**config.mk**
```make
export PLATFORM = sky130hd
export DESIGN_NAME = sorted_timer_expiry_queue
export DESIGN_NICKNAME = d
export VERILOG_FILES = /design/src/sv/stq_pkg.sv /design/src/sv/sorted_timer_expiry_queue.sv /design/src/sv/stq_ctrl.sv /design/src/sv/stq_dp.sv
export VERILOG_INCLUDE_DIRS = /design/src /design/src/sv
export SDC_FILE = /design/constraint.sdc
export NUM_CORES = 1
export LEC_CHECK = 0
export BUFFER_PORTS_ARGS = -buffer_cell sky130_fd_sc_hd__buf_2
export CAP_MARGIN = 5
export CORE_AREA = 4 4 370 263
export DETAILED_ROUTE_END_ITERATION = 16
export DIE_AREA = 0 0 374 267
export SYNTH_ARGS = -nofsm -noshare
export SYNTH_HDL_FRONTEND = slang
export SYNTH_SLANG_ARGS = --single-unit
```
**constraint.sdc**
```tcl
create_clock -name clk -period 4.4 [get_ports clk]
set_clock_uncertainty 0.05 [all_clocks]
set_input_delay 0.88 -clock clk [delete_from_list [all_inputs] [get_ports clk]]
set_output_delay 0.88 -clock clk [all_outputs]
set_load 0.02 [all_outputs]
```
**src/sv/sorted_timer_expiry_queue_defines.svh**
```systemverilog
// ----------------------------------------------------------------------------
// Sorted timer expiry queue: assertion macros
// Shared property shapes, clocked on clk and held off while arst_n is low.
// ----------------------------------------------------------------------------
`ifndef SORTED_TIMER_EXPIRY_QUEUE_DEFINES_SVH
`define SORTED_TIMER_EXPIRY_QUEUE_DEFINES_SVH

// Same-cycle implication
`define STQ_ASSERT_IMP(label, ante, cons, msg) \
	label: assert property (@(posedge clk) disable iff (!arst_n) (ante) |-> (cons)) \
		else $error(msg);

// Next-cycle implication
`define STQ_ASSERT_NXT(label, ante, cons, msg) \
	label: assert property (@(posedge clk) disable iff (!arst_n) (ante) |=> (cons)) \
		else $error(msg);

`endif

```
**src/sv/stq_pkg.sv**
```systemverilog
`timescale 1ns / 1ps
// ----------------------------------------------------------------------------
// stq_pkg
// Widths, constants, list entry type and the controller/datapath interface
// of the sorted timer expiry queue.
// ----------------------------------------------------------------------------
package stq_pkg;

	localparam int SLOT_W    = 4;
	localparam int DL_W      = 32;
	localparam int Q_W       = 4;
	localparam int BYTE_W    = 8;
	localparam int NUM_SLOTS = 16;

	localparam logic [DL_W-1:0] NO_DEADLINE = 32'hffff_ffff;

	// One list entry: timer slot and its absolute deadline
	typedef struct packed {
		logic [SLOT_W-1:0] slot;
		logic [DL_W-1:0]   dl;
	} entry_t;

	typedef enum logic [2:0] {
		ST_IDLE,
		ST_DISPATCH,
		ST_INS_CMP,
		ST_INS_PUT,
		ST_EXP_CUR,
		ST_EXP_NXT
	} state_t;

	// Commands from controller to datapath
	typedef struct packed {
		logic cap;        // capture input transfer, bump tick count on a tick
		logic ins_start;  // claim slot, start tail walk
		logic ins_shift;  // move one entry up, step walk down
		logic ins_put;    // write new entry, grow list
		logic exp_read;   // read list head
		logic exp_pop;    // take head as current expiry, advance head
		logic emit;       // load output register from current expiry
		logic exp_done;   // reload next deadline
	} stq_cmd_t;

	// Status from datapath to controller
	typedef struct packed {
		logic is_set;     // captured item starts a timer
		logic due;        // next deadline reached
		logic cnt_zero;   // list empty
		logic ins_ok;     // slot idle and list not full
		logic rem_one;    // walk is at the list head
		logic shift;      // walked entry lies after the new one
		logic more;       // next head also expires
		logic out_free;   // output register can take a result
	} stq_status_t;

endpackage

```
**src/sv/sorted_timer_expiry_queue.sv**
```systemverilog
`timescale 1ns / 1ps
// Takes one item at a time: in_stall is high from the transfer until the item
// is finished. A tick that expires timers gives one result per cycle while
// the output is not stalled. A timer start walks down the list memory past
// each entry with a later deadline, with one read and one write per cycle. A
// start for a running slot or into a full list is ignored. Results wait in an
// output register, so the next item is taken while the last result of a tick
// is still stalled. No clearing pass follows reset.
// ----------------------------------------------------------------------------
// sorted_timer_expiry_queue
// Tick counter with a deadline-sorted timer list; emits every timer that
// expires on a tick, in deadline order, and inserts started timers in order.
// ----------------------------------------------------------------------------
`include "sorted_timer_expiry_queue_defines.svh"

module sorted_timer_expiry_queue #(
	parameter int MAX_TIMERS = 16
) (
	input  logic                       clk,
	input  logic                       arst_n,
	input  logic                       in_valid,
	output logic                       in_stall,
	input  logic                       mode,
	input  logic [stq_pkg::SLOT_W-1:0] timer_id,
	input  logic [stq_pkg::DL_W-1:0]   deadline,
	input  logic [stq_pkg::Q_W-1:0]    dest_queue,
	input  logic [stq_pkg::BYTE_W-1:0] payload,
	output logic                       out_valid,
	input  logic                       out_stall,
	output logic [stq_pkg::SLOT_W-1:0] expired_id,
	output logic [stq_pkg::Q_W-1:0]    out_queue,
	output logic [stq_pkg::BYTE_W-1:0] out_byte,
	output logic                       last
);
	import stq_pkg::*;

	localparam int CW = $clog2(MAX_TIMERS + 1);

	stq_cmd_t             cmd;
	stq_status_t          st;
	logic [CW-1:0]        active;
	logic [NUM_SLOTS-1:0] run_mask;

	stq_ctrl u_ctrl (
		.clk      (clk),
		.arst_n   (arst_n),
		.in_valid (in_valid),
		.in_stall (in_stall),
		.st       (st),
		.cmd      (cmd)
	);

	stq_dp #(
		.MAX_TIMERS (MAX_TIMERS)
	) u_dp (
		.clk          (clk),
		.arst_n       (arst_n),
		.mode         (mode),
		.timer_id     (timer_id),
		.deadline     (deadline),
		.dest_queue   (dest_queue),
		.payload      (payload),
		.out_valid    (out_valid),
		.out_stall    (out_stall),
		.expired_id   (expired_id),
		.out_queue    (out_queue),
		.out_byte     (out_byte),
		.last         (last),
		.cmd          (cmd),
		.st           (st),
		.active_count (active),
		.running      (run_mask)
	);

	// Checks
	`STQ_ASSERT_NXT(a_accept_busy, in_valid && !in_stall, in_stall, "idle right after a transfer")
	`STQ_ASSERT_IMP(a_emit_free, cmd.emit, !(out_valid && out_stall), "result overwrote a stalled one")
	`STQ_ASSERT_IMP(a_count_match, !in_stall, CW'($countones(run_mask)) == active, "list size and running slots differ")
	`STQ_ASSERT_NXT(a_last_idle, cmd.emit && !st.more, !in_stall, "still busy after final expiry")

endmodule

```
**src/sv/stq_ctrl.sv**
```systemverilog
`timescale 1ns / 1ps
// ----------------------------------------------------------------------------
// stq_ctrl
// Sequencer for the timer queue: dispatches ticks and timer starts, walks
// the list on insert and pops expired heads one result at a time.
// ----------------------------------------------------------------------------
module stq_ctrl (
	input  logic                clk,
	input  logic                arst_n,
	input  logic                in_valid,
	output logic                in_stall,
	input  stq_pkg::stq_status_t st,
	output stq_pkg::stq_cmd_t    cmd
);
	import stq_pkg::*;

	state_t state_q;
	state_t state_nxt;

	// State register
	always_ff @(posedge clk or negedge arst_n) begin
		if (!arst_n) begin
			state_q <= ST_IDLE;
		end else begin
			state_q <= state_nxt;
		end
	end

	assign in_stall = (state_q != ST_IDLE);

	// Next state and commands
	always_comb begin
		state_nxt = state_q;
		cmd       = '0;
		unique case (state_q)
			ST_IDLE: begin
				if (in_valid) begin
					cmd.cap   = 1'b1;
					state_nxt = ST_DISPATCH;
				end
			end
			ST_DISPATCH: begin
				if (st.is_set) begin
					if (st.ins_ok) begin
						cmd.ins_start = 1'b1;
						state_nxt     = st.cnt_zero ? ST_INS_PUT : ST_INS_CMP;
					end else begin
						state_nxt = ST_IDLE;
					end
				end else if (st.due && !st.cnt_zero) begin
					cmd.exp_read = 1'b1;
					state_nxt    = ST_EXP_CUR;
				end else begin
					state_nxt = ST_IDLE;
				end
			end
			ST_INS_CMP: begin
				if (st.shift) begin
					cmd.ins_shift = 1'b1;
					if (st.rem_one) begin
						state_nxt = ST_INS_PUT;
					end
				end else begin
					cmd.ins_put = 1'b1;
					state_nxt   = ST_IDLE;
				end
			end
			ST_INS_PUT: begin
				cmd.ins_put = 1'b1;
				state_nxt   = ST_IDLE;
			end
			ST_EXP_CUR: begin
				cmd.exp_pop = 1'b1;
				state_nxt   = ST_EXP_NXT;
			end
			ST_EXP_NXT: begin
				// hold current expiry until the output register frees up
				if (st.out_free) begin
					cmd.emit = 1'b1;
					if (st.more) begin
						cmd.exp_pop = 1'b1;
					end else begin
						cmd.exp_done = 1'b1;
						state_nxt    = ST_IDLE;
					end
				end
			end
			default: begin
				state_nxt = ST_IDLE;
			end
		endcase
	end

endmodule

```
**src/sv/stq_dp.sv**
```systemverilog
`timescale 1ns / 1ps
// ----------------------------------------------------------------------------
// stq_dp
// Datapath of the timer queue: tick counter, next deadline, circular sorted
// list in a single-port-write memory, per-slot targets and running bits,
// and the output register.
// ----------------------------------------------------------------------------
module stq_dp #(
	parameter int MAX_TIMERS = 16,
	localparam int IW = (MAX_TIMERS > 1) ? $clog2(MAX_TIMERS) : 1,
	localparam int CW = $clog2(MAX_TIMERS + 1)
) (
	input  logic                          clk,
	input  logic                          arst_n,
	input  logic                          mode,
	input  logic [stq_pkg::SLOT_W-1:0]    timer_id,
	input  logic [stq_pkg::DL_W-1:0]      deadline,
	input  logic [stq_pkg::Q_W-1:0]       dest_queue,
	input  logic [stq_pkg::BYTE_W-1:0]    payload,
	output logic                          out_valid,
	input  logic                          out_stall,
	output logic [stq_pkg::SLOT_W-1:0]    expired_id,
	output logic [stq_pkg::Q_W-1:0]       out_queue,
	output logic [stq_pkg::BYTE_W-1:0]    out_byte,
	output logic                          last,
	input  stq_pkg::stq_cmd_t             cmd,
	output stq_pkg::stq_status_t          st,
	output logic [CW-1:0]                 active_count,
	output logic [stq_pkg::NUM_SLOTS-1:0] running
);
	import stq_pkg::*;

	localparam logic [IW:0] DEPTH = (IW + 1)'(MAX_TIMERS);

	function automatic logic [IW-1:0] wrap_inc(input logic [IW-1:0] x);
		return (x == IW'(MAX_TIMERS - 1)) ? '0 : x + 1'b1;
	endfunction

	function automatic logic [IW-1:0] wrap_dec(input logic [IW-1:0] x);
		return (x == '0) ? IW'(MAX_TIMERS - 1) : x - 1'b1;
	endfunction

	// Captured input item
	logic                  mode_q;
	logic [SLOT_W-1:0]     id_q;
	logic [DL_W-1:0]       dl_q;
	logic [Q_W-1:0]        queue_q;
	logic [BYTE_W-1:0]     byte_q;

	// Control state
	logic [DL_W-1:0]       tick_q;
	logic [DL_W-1:0]       next_dl_q;
	logic [CW-1:0]         cnt_q;
	logic [IW-1:0]         head_q;
	logic [IW-1:0]         ptr_q;
	logic [CW-1:0]         rem_q;
	logic [NUM_SLOTS-1:0]  running_q;
	logic                  out_valid_q;

	// List memory and slot table
	entry_t                list_q [MAX_TIMERS];
	entry_t                rd_q;
	logic [Q_W+BYTE_W-1:0] target_q [NUM_SLOTS];
	logic [SLOT_W-1:0]     cur_q;

	// Output register
	logic [SLOT_W-1:0]     exp_id_q;
	logic [Q_W-1:0]        oq_q;
	logic [BYTE_W-1:0]     ob_q;
	logic                  last_q;

	logic [IW:0]           tail_sum;
	logic [IW:0]           tail_wrap;
	logic [IW-1:0]         tail;
	logic                  wr_en;
	logic [IW-1:0]         wr_addr;
	entry_t                wr_data;
	logic                  rd_en;
	logic [IW-1:0]         rd_addr;

	// Tail index: head + count - 1, modulo the list depth
	always_comb begin
		tail_sum  = {1'b0, head_q} + (IW + 1)'(cnt_q);
		tail_wrap = (tail_sum >= DEPTH) ? tail_sum - DEPTH : tail_sum;
		tail      = wrap_dec(tail_wrap[IW-1:0]);
	end

	// Memory port select
	assign wr_en   = cmd.ins_shift | cmd.ins_put;
	assign wr_addr = wrap_inc(ptr_q);
	assign wr_data = cmd.ins_put ? entry_t'{slot: id_q, dl: dl_q} : rd_q;
	assign rd_en   = cmd.ins_start | cmd.ins_shift | cmd.exp_read | cmd.exp_pop;

	always_comb begin
		priority if (cmd.ins_start) begin
			rd_addr = tail;
		end else if (cmd.ins_shift) begin
			rd_addr = wrap_dec(ptr_q);
		end else if (cmd.exp_read) begin
			rd_addr = head_q;
		end else begin
			rd_addr = wrap_inc(head_q);
		end
	end

	// List memory
	always_ff @(posedge clk) begin
		if (wr_en) begin
			list_q[wr_addr] <= wr_data;
		end
		if (rd_en) begin
			rd_q <= list_q[rd_addr];
		end
	end

	// Input capture, slot targets, current expiry, output payload
	always_ff @(posedge clk) begin
		if (cmd.cap) begin
			mode_q  <= mode;
			id_q    <= timer_id;
			dl_q    <= deadline;
			queue_q <= dest_queue;
			byte_q  <= payload;
		end
		if (cmd.ins_start) begin
			target_q[id_q] <= {queue_q, byte_q};
		end
		if (cmd.exp_pop) begin
			cur_q <= rd_q.slot;
		end
		if (cmd.emit) begin
			exp_id_q <= cur_q;
			oq_q     <= target_q[cur_q][Q_W+BYTE_W-1:BYTE_W];
			ob_q     <= target_q[cur_q][BYTE_W-1:0];
			last_q   <= !st.more;
		end
	end

	// Counters, pointers, running bits
	always_ff @(posedge clk or negedge arst_n) begin
		if (!arst_n) begin
			tick_q      <= '0;
			next_dl_q   <= NO_DEADLINE;
			cnt_q       <= '0;
			head_q      <= '0;
			ptr_q       <= '0;
			rem_q       <= '0;
			running_q   <= '0;
			out_valid_q <= 1'b0;
		end else begin
			if (cmd.cap && !mode) begin
				tick_q <= tick_q + 1'b1;
			end
			if (cmd.ins_start) begin
				ptr_q           <= tail;
				rem_q           <= cnt_q;
				running_q[id_q] <= 1'b1;
			end
			if (cmd.ins_shift) begin
				ptr_q <= wrap_dec(ptr_q);
				rem_q <= rem_q - 1'b1;
			end
			if (cmd.ins_put) begin
				cnt_q <= cnt_q + 1'b1;
				if (rem_q == '0) begin
					next_dl_q <= dl_q;
				end
			end
			if (cmd.exp_pop) begin
				cnt_q                <= cnt_q - 1'b1;
				head_q               <= wrap_inc(head_q);
				running_q[rd_q.slot] <= 1'b0;
			end
			if (cmd.exp_done) begin
				next_dl_q <= (cnt_q == '0) ? NO_DEADLINE : rd_q.dl;
			end
			// drop the valid on a completed transfer, raise it on a new result
			if (cmd.emit) begin
				out_valid_q <= 1'b1;
			end else if (!out_stall) begin
				out_valid_q <= 1'b0;
			end
		end
	end

	// Status to controller
	always_comb begin
		st.is_set   = mode_q;
		st.due      = (next_dl_q <= tick_q);
		st.cnt_zero = (cnt_q == '0);
		st.ins_ok   = !running_q[id_q] && (cnt_q < CW'(MAX_TIMERS));
		st.rem_one  = (rem_q == CW'(1));
		st.shift    = (rd_q.dl > dl_q);
		st.more     = (cnt_q != '0) && (rd_q.dl <= tick_q);
		st.out_free = !out_valid_q || !out_stall;
	end

	assign out_valid    = out_valid_q;
	assign expired_id   = exp_id_q;
	assign out_queue    = oq_q;
	assign out_byte     = ob_q;
	assign last         = last_q;
	assign active_count = cnt_q;
	assign running      = running_q;

endmodule
```
=== Word level (Yosys, flattened, before mapping) ===
Memories as Yosys holds them, arrays and structs flattened. A register that Yosys moved wholly into a read port is not among the register bits.
Index checks and enable logic that the tools add are counted.
Widths: inputs -> output; s select.

* Reduce and logical (&&, ||, !) cells: 26
* Mux-type cells: 60
* Add/subtract/negate cells: 10
* Bitwise gates (word level): 7
* $lt $le $gt $ge: 9
* Eq/ne operators: 13

{| class="wikitable"
|+ Operator list
! kind !! number
|-
| $mux 32 || 4
|-
| $le 32x32->1 || 2
|-
| $mux 4 || 10
|-
| $mux 36 || 1
|-
| $add 32x1->32 const B || 1
|-
| $gt 32x32->1 || 1
|-
| $mux 16 || 2
|-
| $mux 3 || 9
|-
| $mux 1 || 23
|-
| $mux 5 || 4
|-
| $and 16x16->16 || 1
|-
| $not 16->16 || 1
|-
| $or 16x16->16 || 1
|-
| $pmux 3 s5 || 1
|-
| $sub 4x1->4 const B || 3
|-
| $logic_not 5->1 || 2
|-
| $lt 4x5->1 const B || 2
|-
| $sub 5x1->5 const B || 2
|-
| $add 4x1->4 const B || 2
|-
| $demux 1 s4 || 2
|-
| $eq 4x4->1 const B || 2
|-
| $ge 4x1->1 const B || 2
|-
| $logic_not 4->1 || 2
|-
| $reduce_bool 2->1 || 4
|-
| other kinds (23) || 41
|}

* Flip-flop bits (word level): 160
* Memories kept: 2
* RAM bits: 768
* Logic and storage cells: 144

{| class="wikitable"
|+ Memories
! memory !! words !! width !! read ports !! clocked after Yosys merged registers in !! write ports !! RTL line !! source
|-
| u_dp.list_q || 16 || 36 || 1 || 1 || 1 || stq_dp.sv:61 || <nowiki>entry_t list_q [MAX_TIMERS];</nowiki>
|-
| u_dp.target_q || 16 || 12 || 1 || 1 || 1 || stq_dp.sv:63 || <nowiki>logic [Q_W+BYTE_W-1:0] target_q [NUM_SLOTS];</nowiki>
|}

=== Logic depth before layout (Yosys ltp) ===
* Depth after elaboration: 10
* Depth in mapped cells: 19
* Depth with buffers taken out: 19

=== Cells and area by module ===
Synthesis repeated with hierarchy kept, for this count alone.

* Cell total of the unflattened synthesis: 2739
* Area total of the unflattened synthesis: 41727.5 sq um

{| class="wikitable"
|+ Modules (own cells, without submodules)
! module !! cells each !! sequential area each (sq um) !! area each (sq um) !! instances
|-
| stq_dp || 2699 || 28762.6 || 41421.0 || 1
|-
| stq_ctrl || 40 || 75.1 || 306.5 || 1
|}

=== Worst setup path before layout ===
Ideal clock, no wire load.

* Path kind: input -> register
* Start point: input port out_stall
* End point: register u_dp.cnt_q[4], in the netlist u_dp.active_count[4]
* Data arrival time: 3639 ps
* Setup slack: 632 ps
* Cell stages on the path: 10
* Library setup time: 79 ps
* Cell sequence: a21oi_1 -> nand2_1 -> o21ai_0 -> clkbuf_1 -> ha_1 -> a21o_1 -> a21oi_1 -> a21oi_1 -> a21oi_1 -> xor2_1

* Longest elaborated chain between the ends: 5
* Elaborated cells on any way between the ends: 6

{| class="wikitable"
|+ Ends and longest elaborated chain
! element !! RTL line !! source
|-
| start: declaration || sorted_timer_expiry_queue.sv:29 || <nowiki>input logic out_stall,</nowiki>
|-
| $logic_not 1->1 (*) || - ||
|-
| $logic_or 1x1->1 (*) || stq_dp.sv:195 || <nowiki>st.out_free = !out_valid_q || !out_stall;</nowiki>
|-
| $mux 3 (*) || stq_ctrl.sv:78 || <nowiki>if (st.out_free) begin</nowiki>
|-
| $pmux 1 s2 (*) || stq_ctrl.sv:35 || <nowiki>unique case (state_q)</nowiki>
|-
| $mux 5 / $reduce_bool 2->1 (equally long branches) || - ||
|-
| end signal: assignment || stq_dp.sv:164 || <nowiki>cnt_q <= cnt_q + 1'b1;</nowiki>
|-
| end signal: assignment || stq_dp.sv:170 || <nowiki>cnt_q <= cnt_q - 1'b1;</nowiki>
|-
| end: declaration || stq_dp.sv:53 || <nowiki>logic [CW-1:0] cnt_q;</nowiki>
|}

Mark *: on every way between the ends. The rest lies on a longest branch, timed or not.
A chain may end at the register's enable or synchronous reset.

=== Final worst setup path ===
* Start point: register, netlist name u_dp.rd_q[26]
* End point: register, netlist name u_dp.rd_q[1]

* Longest elaborated chain between the ends: 6
* Elaborated cells on any way between the ends: 13

{| class="wikitable"
|+ Ends and longest elaborated chain
! element !! RTL line !! source
|-
| $le 32x32->1 / $gt 32x32->1 (equally long branches) || stq_dp.sv:194, stq_dp.sv:193 ||
|-
| $logic_and 1x1->1 / $mux 1 (equally long branches) || stq_dp.sv:194, stq_ctrl.sv:58 ||
|-
| $mux 1, on equally long branches || stq_ctrl.sv:80, stq_ctrl.sv:35 ||
|-
| $mux 3 / $or 1x1->1 (equally long branches) || stq_ctrl.sv:78, stq_dp.sv:92 ||
|-
| $pmux 1 s2 / $or 1x1->1 (equally long branches) || stq_ctrl.sv:35, stq_dp.sv:92 ||
|-
| $or 1x1->1 || stq_dp.sv:92 || <nowiki>assign rd_en = cmd.ins_start | cmd.ins_shift | cmd.exp_read | cmd.exp_pop;</nowiki>
|}

Parallel ways exist; a longest one is shown, timed or not.

==> results.py <==
metrics = {
    "run_status": {
        "status": "finished, final reports clean",
    },
    "setup_path": {
        "regToRegStartpoint": "u_dp.rd_q[26]",
        "cp_max_fo": 15,
        "r2r_end": "u_dp.rd_q[1]",
        "crit_arrival_ns": 4.66,
        "regToRegSetupSlack_ns": 0.07,
        "crit_required_ns": 4.73,
        "worstSetupPathType": "reg2reg",
        "end_kind": "flop",
        "start_kind": "flop",
        "reg2reg_depth": 16,
    },
    "power_and_ir_drop": {
        "irDropWorstVdd_mv": 0.6960,
        "power_density_nw_per_um2": 797.5,
        "p_leak_nw": 17.06,
        "p_total_mw": 38.04,
    },
    "floorplan": {
        "core_um2": 93500,
        "die_width_um": 374,
        "die_y_um": 267,
        "dieArea_um2": 99860,
        "ioPinCount": 72,
        "initial_core_util_pct": 43.84,
        "row_count": 94,
    },
    "detailed_routing": {
        "via_per_inst": 5.872,
        "routedWlPerCell_um": 25.40,
        "drc": 0,
        "drt_pre_antenna_iters": 5,
        "drtIter0Drc": 2742,
        "detailroute.via_count": 25940,
        "antenna_left": 0,
        "wirelength_um": 112200,
    },
    "sta": {
        "tns_ns": 0,
        "finalHoldViolCount": 0,
        "worstMarginPinSlew_ns": 1.041,
        "max_freq_mhz": 230.7,
        "min_period_over_period_pct": 98.50,
        "fin_crit_ns": 4.334,
        "relSlewSlack_pct": 30.45,
        "setup_viol_count_final": 0,
        "whs_ns": 0.1952,
        "drv_slew": 0,
    },
    "flow_run": {
        "cap_violations": 0,
    },
    "layout": {
        "mostFrequentLayoutCell": "edfxtp_1",
        "fin_nets": 3266,
        "ff_latch_area_um2": 28840,
        "multi_input_area_um2": 11320,
        "syn_to_final_growth_pct": 16.36,
        "drive_gt1_share_pct": 18.42,
        "diodes": 0,
        "final_util_pct": 51.02,
        "final_cell_mix": "edfxtp_1, nand2_1, buf_4, nand3_1, a21oi_1",
        "nFillCells": 7763,
        "design_area_um2": 47700,
    },
    "clocking": {
        "cts_hold_buf": 0,
        "clk_pin_slew_ns": 0.06,
        "clock_path_buffers": 3,
        "clock_latency_ns": 0.69,
        "cts_num_sinks": 976,
        "cts_tree": "yes",
        "cts_buffers": 90,
        "h-tree-depth": 3,
        "cts-root-buf": "clkbuf_16",
    },
    "logic_synthesis": {
        "ys_seq_area_share_pct": 70.34,
        "synth_warnings": 0,
        "synth_cells": 2854,
        "async_reset_ff_share_pct": 10.45,
        "ys_ff_latch": 976,
        "synth_edf_count": 874,
        "synth_cell_type_count": 64,
        "synth_flop_cell": "edfxtp_1",
        "syn-num-nets": 3024,
        "syn-cell-area_um2": 41000,
        "syn_avg_cell_area_um2": 14.36,
    },
    "hold_path": {
        "min_path_type": "in2async",
    },
    "placement": {
        "io_buffers": 71,
        "dp_hpwl_um": 70140,
        "placed_area_um2": 44750,
        "gp_congestion": 0.8957,
    },
    "global_routing": {
        "grt_pass1_vias": 26050,
        "grt_antenna_before_repair": 0,
        "grt_pass1_wl_um": 167600,
        "gr-total-overflow": 0,
        "grt_usage_pct": 22.41,
        "grt_max_degree": 70,
    },
}
-- worst max-delay path, cell delays in order (launching register included) --
cell	delay, ns
edfxtp_1	0.49
buf_4	0.20
ha_1	0.29
nand4_1	0.28
nor4_4	0.47
buf_4	0.22
a21oi_1	0.07
and2_1	0.21
o21ai_2	0.08
nor2_1	0.11
a21oi_4	0.31
buf_4	0.24
and2_4	0.23
nand2_2	0.10
buf_4	0.24
o2111ai_1	0.22
nand4_1	0.17
-- state kept, by name, summed over array words and instances, names as in the netlist --
| name | count |
|---|---|
| u_ctrl.state_q | 3 |
| u_dp.ptr_q | 4 |
| u_dp.cur_q | 4 |
| u_dp.dl_q | 32 |
| u_dp.expired_id | 4 |
| u_dp.target_q | 192 |
| u_dp.last | 1 |
| u_dp.rd_q | 36 |
| u_dp.tick_q | 32 |
| u_dp.id_q | 4 |
| u_dp.running | 16 |
| u_dp.active_count | 5 |
| u_dp.out_valid | 1 |
| u_dp.mode_q | 1 |
| u_dp.out_queue | 4 |
| u_dp.queue_q | 4 |
| u_dp.list_q | 576 |
| u_dp.out_byte | 8 |
| u_dp.next_dl_q | 32 |
| u_dp.rem_q | 5 |
| u_dp.head_q | 4 |
| u_dp.byte_q | 8 |
-- through the flow --
stage	worst slack, ns	std cells
2_1_floorplan	0.6320	2854
3_3_place_gp	-0.2510	4249
3_5_place_dp	-0.2689	4249
4_1_cts	0.01802	4415
5_1_grt	-0.04342	4418
6_report	0.06581	4418
-- kinds of logic (layout without fill, tap and decap cells) --
family                     Yosys count  in the layout  share of synthesized area [%]
AOI/OAI and AO/OA                  528            528                          9.080
xor gates and xnor gates            43             43                         0.9187
adders and majority gates          117            117                          3.608
buffers and inverters              272            588                          2.683
DFF                                976            976                          70.34
muxes                               76             76                          3.830
and+or+nand+nor                    842            842                          9.538
-- power breakdown --
group,internal (mW),switching [mW]
logic,6.38,10.1
clock network,4.28,3.51
registers,12.8,1.03
-- repair_timing --
item / in CTS / in global routing
pin swaps: 0 / 4
buffers inserted: 0 / 3
setup endpoints to repair: 36 / 39
endpoints found under the hold margin: 0 / 0
resized for setup: 3 / 3
-- how the worst max path moves through the flow --
| stage | start | to | slack, ns |
|---|---|---|---|
| floorplan | out_stall | u_dp.active_count[4] | 0.63 |
| CTS | u_dp.rd_q[27] | u_dp.rd_q[1] | 0.02 |
| finish | u_dp.rd_q[26] | u_dp.rd_q[1] | 0.07 |
| global route | u_dp.rd_q[26] | u_dp.rd_q[14] | -0.04 |
| detailed placement | u_dp.tick_q[17] | u_dp.rd_q[1] | -0.27 |
| global placement | u_dp.tick_q[17] | u_dp.rd_q[33] | -0.25 |
-- final cells by class --
cell class	count	area share, %
clock inverters	60	1.110
flip-flops and latches	976	60.45
multi-input cells	1606	23.72
inverters	117	0.9207
well taps	1248	3.273
repair buffers	305	5.561
clock buffers	106	4.957
-- per-layer routing --
layer	GRT usage, %	up-vias	part of all wire [%]
li1	-	11450	-
met5	0	-	0
met3	5.749	184	9.6
met2	32.92	1147	43
met4	5.856	0	2.6
met1	33.35	13170	44
-- cell usage after synthesis (7+ instances only) --
| cell type | instances | area, µm² |
|---|---|---|
| buf_2 | 45 | 225.2 |
| o2111ai_1 | 34 | 297.8 |
| and2_1 | 71 | 444.2 |
| o22ai_1 | 33 | 206.5 |
| clkbuf_1 | 96 | 360.4 |
| ha_1 | 115 | 1439 |
| nor2_1 | 58 | 217.7 |
| nor2b_1 | 14 | 87.58 |
| mux4_2 | 64 | 1441 |
| nand3_1 | 176 | 880.8 |
| a21oi_1 | 147 | 735.7 |
| edfxtp_1 | 874 | 26250 |
| o21ai_0 | 55 | 275.3 |
| dfstp_2 | 32 | 840.8 |
| inv_1 | 117 | 439.2 |
| mux2_2 | 7 | 78.83 |
| buf_1 | 11 | 41.29 |
| nor4_1 | 10 | 62.56 |
| a21o_1 | 23 | 172.7 |
| nand2_1 | 396 | 1486 |
| nand4_1 | 66 | 412.9 |
| a221oi_1 | 70 | 613.1 |
| a211o_1 | 105 | 919.6 |
| dfrtp_1 | 70 | 1752 |
| nor3_1 | 22 | 110.1 |
| o22a_1 | 9 | 78.83 |
| xnor2_1 | 37 | 324.1 |
Power figures use the tool's default switching activity.
